[config.mk]
export PLATFORM = sky130hd
export DESIGN_NAME = dmrs_slot_mem
export DESIGN_NICKNAME = d
export VERILOG_FILES = /design/src/hdl/dmrs_pkg.sv /design/src/hdl/dmrs_slot_mem.sv
export SDC_FILE = /design/constraint.sdc
export NUM_CORES = 2
export LEC_CHECK = 0
export BUFFER_PORTS_ARGS = -buffer_cell sky130_fd_sc_hd__buf_2
export CAP_MARGIN = 20
export CORE_ASPECT_RATIO = 0.75
export CORE_MARGIN = 3
export CORE_UTILIZATION = 46
export CTS_CLUSTER_SIZE = 20
export DETAILED_ROUTE_END_ITERATION = 8
export SYNTH_ARGS = -nofsm -noshare
export SYNTH_HDL_FRONTEND = slang
export SYNTH_MEMORY_MAX_BITS = 65536
export SYNTH_SLANG_ARGS = --single-unit
[constraint.sdc]
create_clock -name clock -period 10.82 [get_ports clock]
set_input_delay 1.082 -clock clock [delete_from_list [all_inputs] [get_ports clock]]
set_output_delay 1.082 -clock clock [all_outputs]
set_load 0.03 [all_outputs]
[src/hdl/dmrs_pkg.sv]
// Types and codes for the deduplicating message ring store.
package dmrs_pkg;

   // command codes
   localparam logic [2:0] CMD_PUBLISH  = 3'd0;
   localparam logic [2:0] CMD_GET      = 3'd1;
   localparam logic [2:0] CMD_SET      = 3'd2;
   localparam logic [2:0] CMD_SNAPSHOT = 3'd3;
   localparam logic [2:0] CMD_CLEAR    = 3'd4;

   // status codes
   localparam logic [1:0] STATUS_OK        = 2'd0;
   localparam logic [1:0] STATUS_INVALID   = 2'd1;
   localparam logic [1:0] STATUS_NOT_FOUND = 2'd2;

   // width of the count fields in a response
   localparam int OUT_CNT_W = 7;

   typedef struct packed {
      logic [2:0]  cmd;
      logic [31:0] lookup_id;
      logic        mark_flag;
      logic [63:0] key_hash;
      logic [1:0]  prio;
      logic [31:0] payload_tag;
      logic        content_ok;
      logic        unread_filter;
      logic [6:0]  snapshot_limit;
   } req_type;

   typedef struct packed {
      logic [1:0]  status;
      logic        entry_valid;
      logic [31:0] entry_id;
      logic [1:0]  entry_prio;
      logic        entry_unread;
      logic [31:0] entry_payload;
      logic [6:0]  matched_total;
      logic [6:0]  stored_count;
      logic [6:0]  unread_count;
      logic [31:0] drop_count;
      logic        last;
   } rsp_type;

   // one ring slot as held in the slot memory
   typedef struct packed {
      logic [31:0] id;
      logic [63:0] hash;
      logic [1:0]  prio;
      logic        unread;
      logic [31:0] payload;
   } slot_type;

endpackage

[src/hdl/dmrs_slot_mem.sv]
// Slot memory: one write port, one read port with registered read data.
module dmrs_slot_mem #(
   parameter int DEPTH  = 32,
   parameter int ADDR_W = $clog2(DEPTH)
) (
   input  logic                clock,
   input  logic                wr_en,
   input  logic [ADDR_W-1:0]   wr_addr,
   input  dmrs_pkg::slot_type  wr_data,
   input  logic                rd_en,
   input  logic [ADDR_W-1:0]   rd_addr,
   output dmrs_pkg::slot_type  rd_data
);
   import dmrs_pkg::*;

   slot_type mem [DEPTH];
   slot_type rd_data_ff;

   // write port
   always_ff @(posedge clock) begin
      if (wr_en) begin
         mem[wr_addr] <= wr_data;
      end
   end

   // read port, data held while rd_en is low
   always_ff @(posedge clock) begin
      if (rd_en) begin
         rd_data_ff <= mem[rd_addr];
      end
   end

   assign rd_data = rd_data_ff;

endmodule

* Yosys cells after proc, flatten, opt, wreduce, memory -nomap -nowiden
Memory sizes are Yosys's and may differ from the RTL's. A register that Yosys moved wholly into a read port is not among the register bits.
Index checks and enable logic that the tools add are counted.
** Storage, ports and cells
- Register bits :: 0
- RAM bits :: 4192
- Input bits :: 144
- Output and inout bits :: 131
- Logic and storage cells :: 3
- Memories :: 1
** Memories
- mem :: depth 32, bits a word 131, rd ports 1, clocked after Yosys merged registers in 1, wr ports 1, line dmrs_slot_mem.sv:16 : slot_type mem [DEPTH];
** Cells by class
- Multiplexer cells :: 2
** Operator list (number)
- 1-bit two-way mux :: 2

* Longest topological paths before layout
- Depth after elaboration :: 2
- Depth in mapped cells :: 9
- Depth with buffers taken out :: 4

* Worst setup path before layout
OpenSTA, ideal clock, no wires.
- Kind :: in2reg
- Start :: in wr_addr[1]
- End :: mem mem[12][0] in the netlist's numbering (enable)
- Setup time :: 0.623 ns
- Arrival :: 7.187 ns
- Required time :: 10.197 ns
- Setup slack :: 3.009 ns
- Stages :: 3
- Path buffers :: 1
- Cell sequence :: or3b_2 > clkbuf_1 > nor2_1
** RTL lines
- from (decl) :: line dmrs_slot_mem.sv:8 : input logic [ADDR_W-1:0] wr_addr,
- to (decl) :: line dmrs_slot_mem.sv:16
Straight into the memory's write port.

==> impl_metrics.toml <==
[floorplan]
ioPinCount = 275
core_area_um2 = 347000
fp-row-count = 187
die_y_um = 518
die_x_um = 688
initial_core_util_pct = 46.3
die-area_um2 = 356000

[detailed_routing]
vias = 76800
route.detailed.drc = 0
first_pass_iters = 5
avgRoutedWirePerCell_um = 35.0
drtIter0Drc = 9754
vias_per_cell = 6.30
detail-route-antenna-nets = 0
wirelength_um = 426000

[outcome]
outcome = "finished, final reports clean"

[grt]
grt_pass1_wl_um = 600000
grt_pass1_vias = 76700
grt_max_degree = 138
overflow = 0
antenna_found_initial = 68
track_usage_pct = 23.8

[setup_path]
ff2ff_path_depth = 3
slowest_stage = "nor2b_4"
start_kind = "input port"
cpPeakStageDelay_ns = 0.85
worstPathRequired_ns = 11.48
crit_fanout = 41
arrival_ns = 5.05
crit_chain = "buf_2, nor2b_4, buf_4, nand2b_4, buf_4, buf_4, o22ai_1, nor4_1"
cp.buffers_inverters = 4
critPathKind = "in2reg"
path_depth = 8
cpLargestDelayFamily = "buffers and inverters"
crit_path_end_kind = "register"
crit_top_cell = "buf_4"

[clock_network]
postCtsSetupRepairBufs = 0
cts_resized = 0
ctsHoldBuffers = 0
clockRootBuffer = "clkbuf_16"
htree_levels = 5
path_clk_slew_ns = 0.07
cts_buffers = 406
worstSkewPairLatency_ns = 0.94
cts_buffer_depth = 4
cts_tree = "yes"
clock_sinks = 4323

[power]
ir_worst_vdd_uv = 141
power.leakage_nw = 56.1
total_power_mw = 34.4
power.density_nw_per_um2 = 190

[synthesis]
syn_area_per_cell_um2 = 23.9
yosys_warnings = 0
yosys.area.top_type = "edfxtp_1"
synth_ff_type = "edfxtp_1"
ys_ff_latch = 4323
syn-instance-count = 6717
synth.distinct_cells = 27
async_reset_ff_share_pct = 0
synth.net_count = 6861
yosysSeqAreaShare_pct = 80.9
synthTopCellsByArea = "edfxtp_1 81%, mux4_2 13%, mux2i_1 1.6%"
synth_top_area_share_pct = 80.9
synth_edf_count = 4323
netlist_area_um2 = 160000

[finish]
register_area_um2 = 130000
syn_to_final_growth_pct = 12.6
fin_cells = 12200
nets = 7339
fillCellCount = 26600
drive_above_1_share_pct = 26.3
final_common_cell = "edfxtp_1"
multi_input_area_um2 = 29000
stdcell_area_um2 = 181000
final_cell_mix = "4323 x edfxtp_1, 920 x mux4_2, 412 x clkbuf_16"

[timing]
setup_viol = 0
hold_viol_final = 0
rsz0062_at_grt = "no"
relSlewSlack_pct = 20.7
fin_crit_ns = 4.39
setup_tns_ns = 0
post-route-period-util_pct = 40.5
fmax_mhz = 228
fin_skew_ns = 0.0522
max_slew.worst_pin.slew_ns = 1.19
setup_slack_ns = 6.43
report.final.slew_viol_count = 0

[placement]
dpl.cell_count = 11400
placed_area_um2 = 168000
port_buffers = 274
dp_hpwl_um = 202000
place_congestion = 0.739
place_ws_ns = 5.49

[hold_path]
min_path_cells = 1
hp-class = "in2reg"

[run]
max-cap-violations = 0
## worst register-to-register path, delay by kind of cell, from the launching register on
kind             cells  cell delay [ns]
multiplexers         1             0.49
flip-flops           1             0.36
AO/OA/AOI/OAI        1             0.28
AND/OR/NAND/NOR      1             0.21
## flip-flops by register name, indices dropped and copies added, names as in the netlist
register	flops
rd_data	131
mem	4192
## where the power goes
group / switching, mW / internal (mW) / total, mW
sequential: 0.0998 / 18.7 / 18.8
combinational: 1.01 / 0.540 / 1.55
clock: 6.14 / 7.92 / 14.1
## cell families (layout without fill, tap and decap cells)
logic type      Yosys count  after routing  synth area share [%]
buf+inv                 370           1175                  1.25
other cells               0             32                     0
mux                    1176           1176                  14.5
compound gates          588            588                  2.44
flops                  4323           4323                  80.9
simple gates            260            260                 0.916
## Yosys cell counts, drive strengths merged, types with 5 or more instances
cell type and instances:
nor4 99, nand3 67, nand3b 5, nand2 5, a22oi 192, o22ai 396
mux4 920, clkbuf 103, buf 267, edfxtp 4323, nand4 32, nor2 37
mux2i 256
## cell type report
cell class / instances / area share (%)
flip-flops and latches: 4323 / 71.8
multi-input cells: 2024 / 16.1
clock buffers: 472 / 5.83
well taps: 4630 / 3.21
repair buffers: 440 / 1.71
clock inverters: 263 / 1.33
diodes: 32 / 0.0443
## path summary, 6_finish.rpt
| kind | start | slack, ns | to |
|---|---|---|---|
| setup / recovery | rd_addr[4] | 6.43 | rd_data[28] |
| hold / removal | wr_data[39] | 0.63 | mem[3][39] |
| setup reg to reg | mem[15][37] | 9.19 | rd_data[37] |
| hold reg to reg | mem[30][61] | 0.76 | rd_data[61] |
## stage by stage
| stage | hold slack [ns] | utilization (%) |
|---|---|---|
| final | 0.627 | 52.1 |
| after global routing | 0.610 | 52.1 |
| after CTS | 0.553 | 52.1 |
| after detailed placement | 0.753 | 48.4 |
| after global placement | 0.746 | 48.4 |
| after floorplan | 0.724 | - |
## per-layer routing
layer  global-route usage (%)  vias up  routed length [µm]
li1                         -    30200                   -
met1                     34.6    42300              175000
met2                     38.3     3544              208000
met3                     3.54      639               33200
met4                     5.99       16               10100
met5                        0        -                  95
No activity file was read; power rests on OpenSTA's default activity.
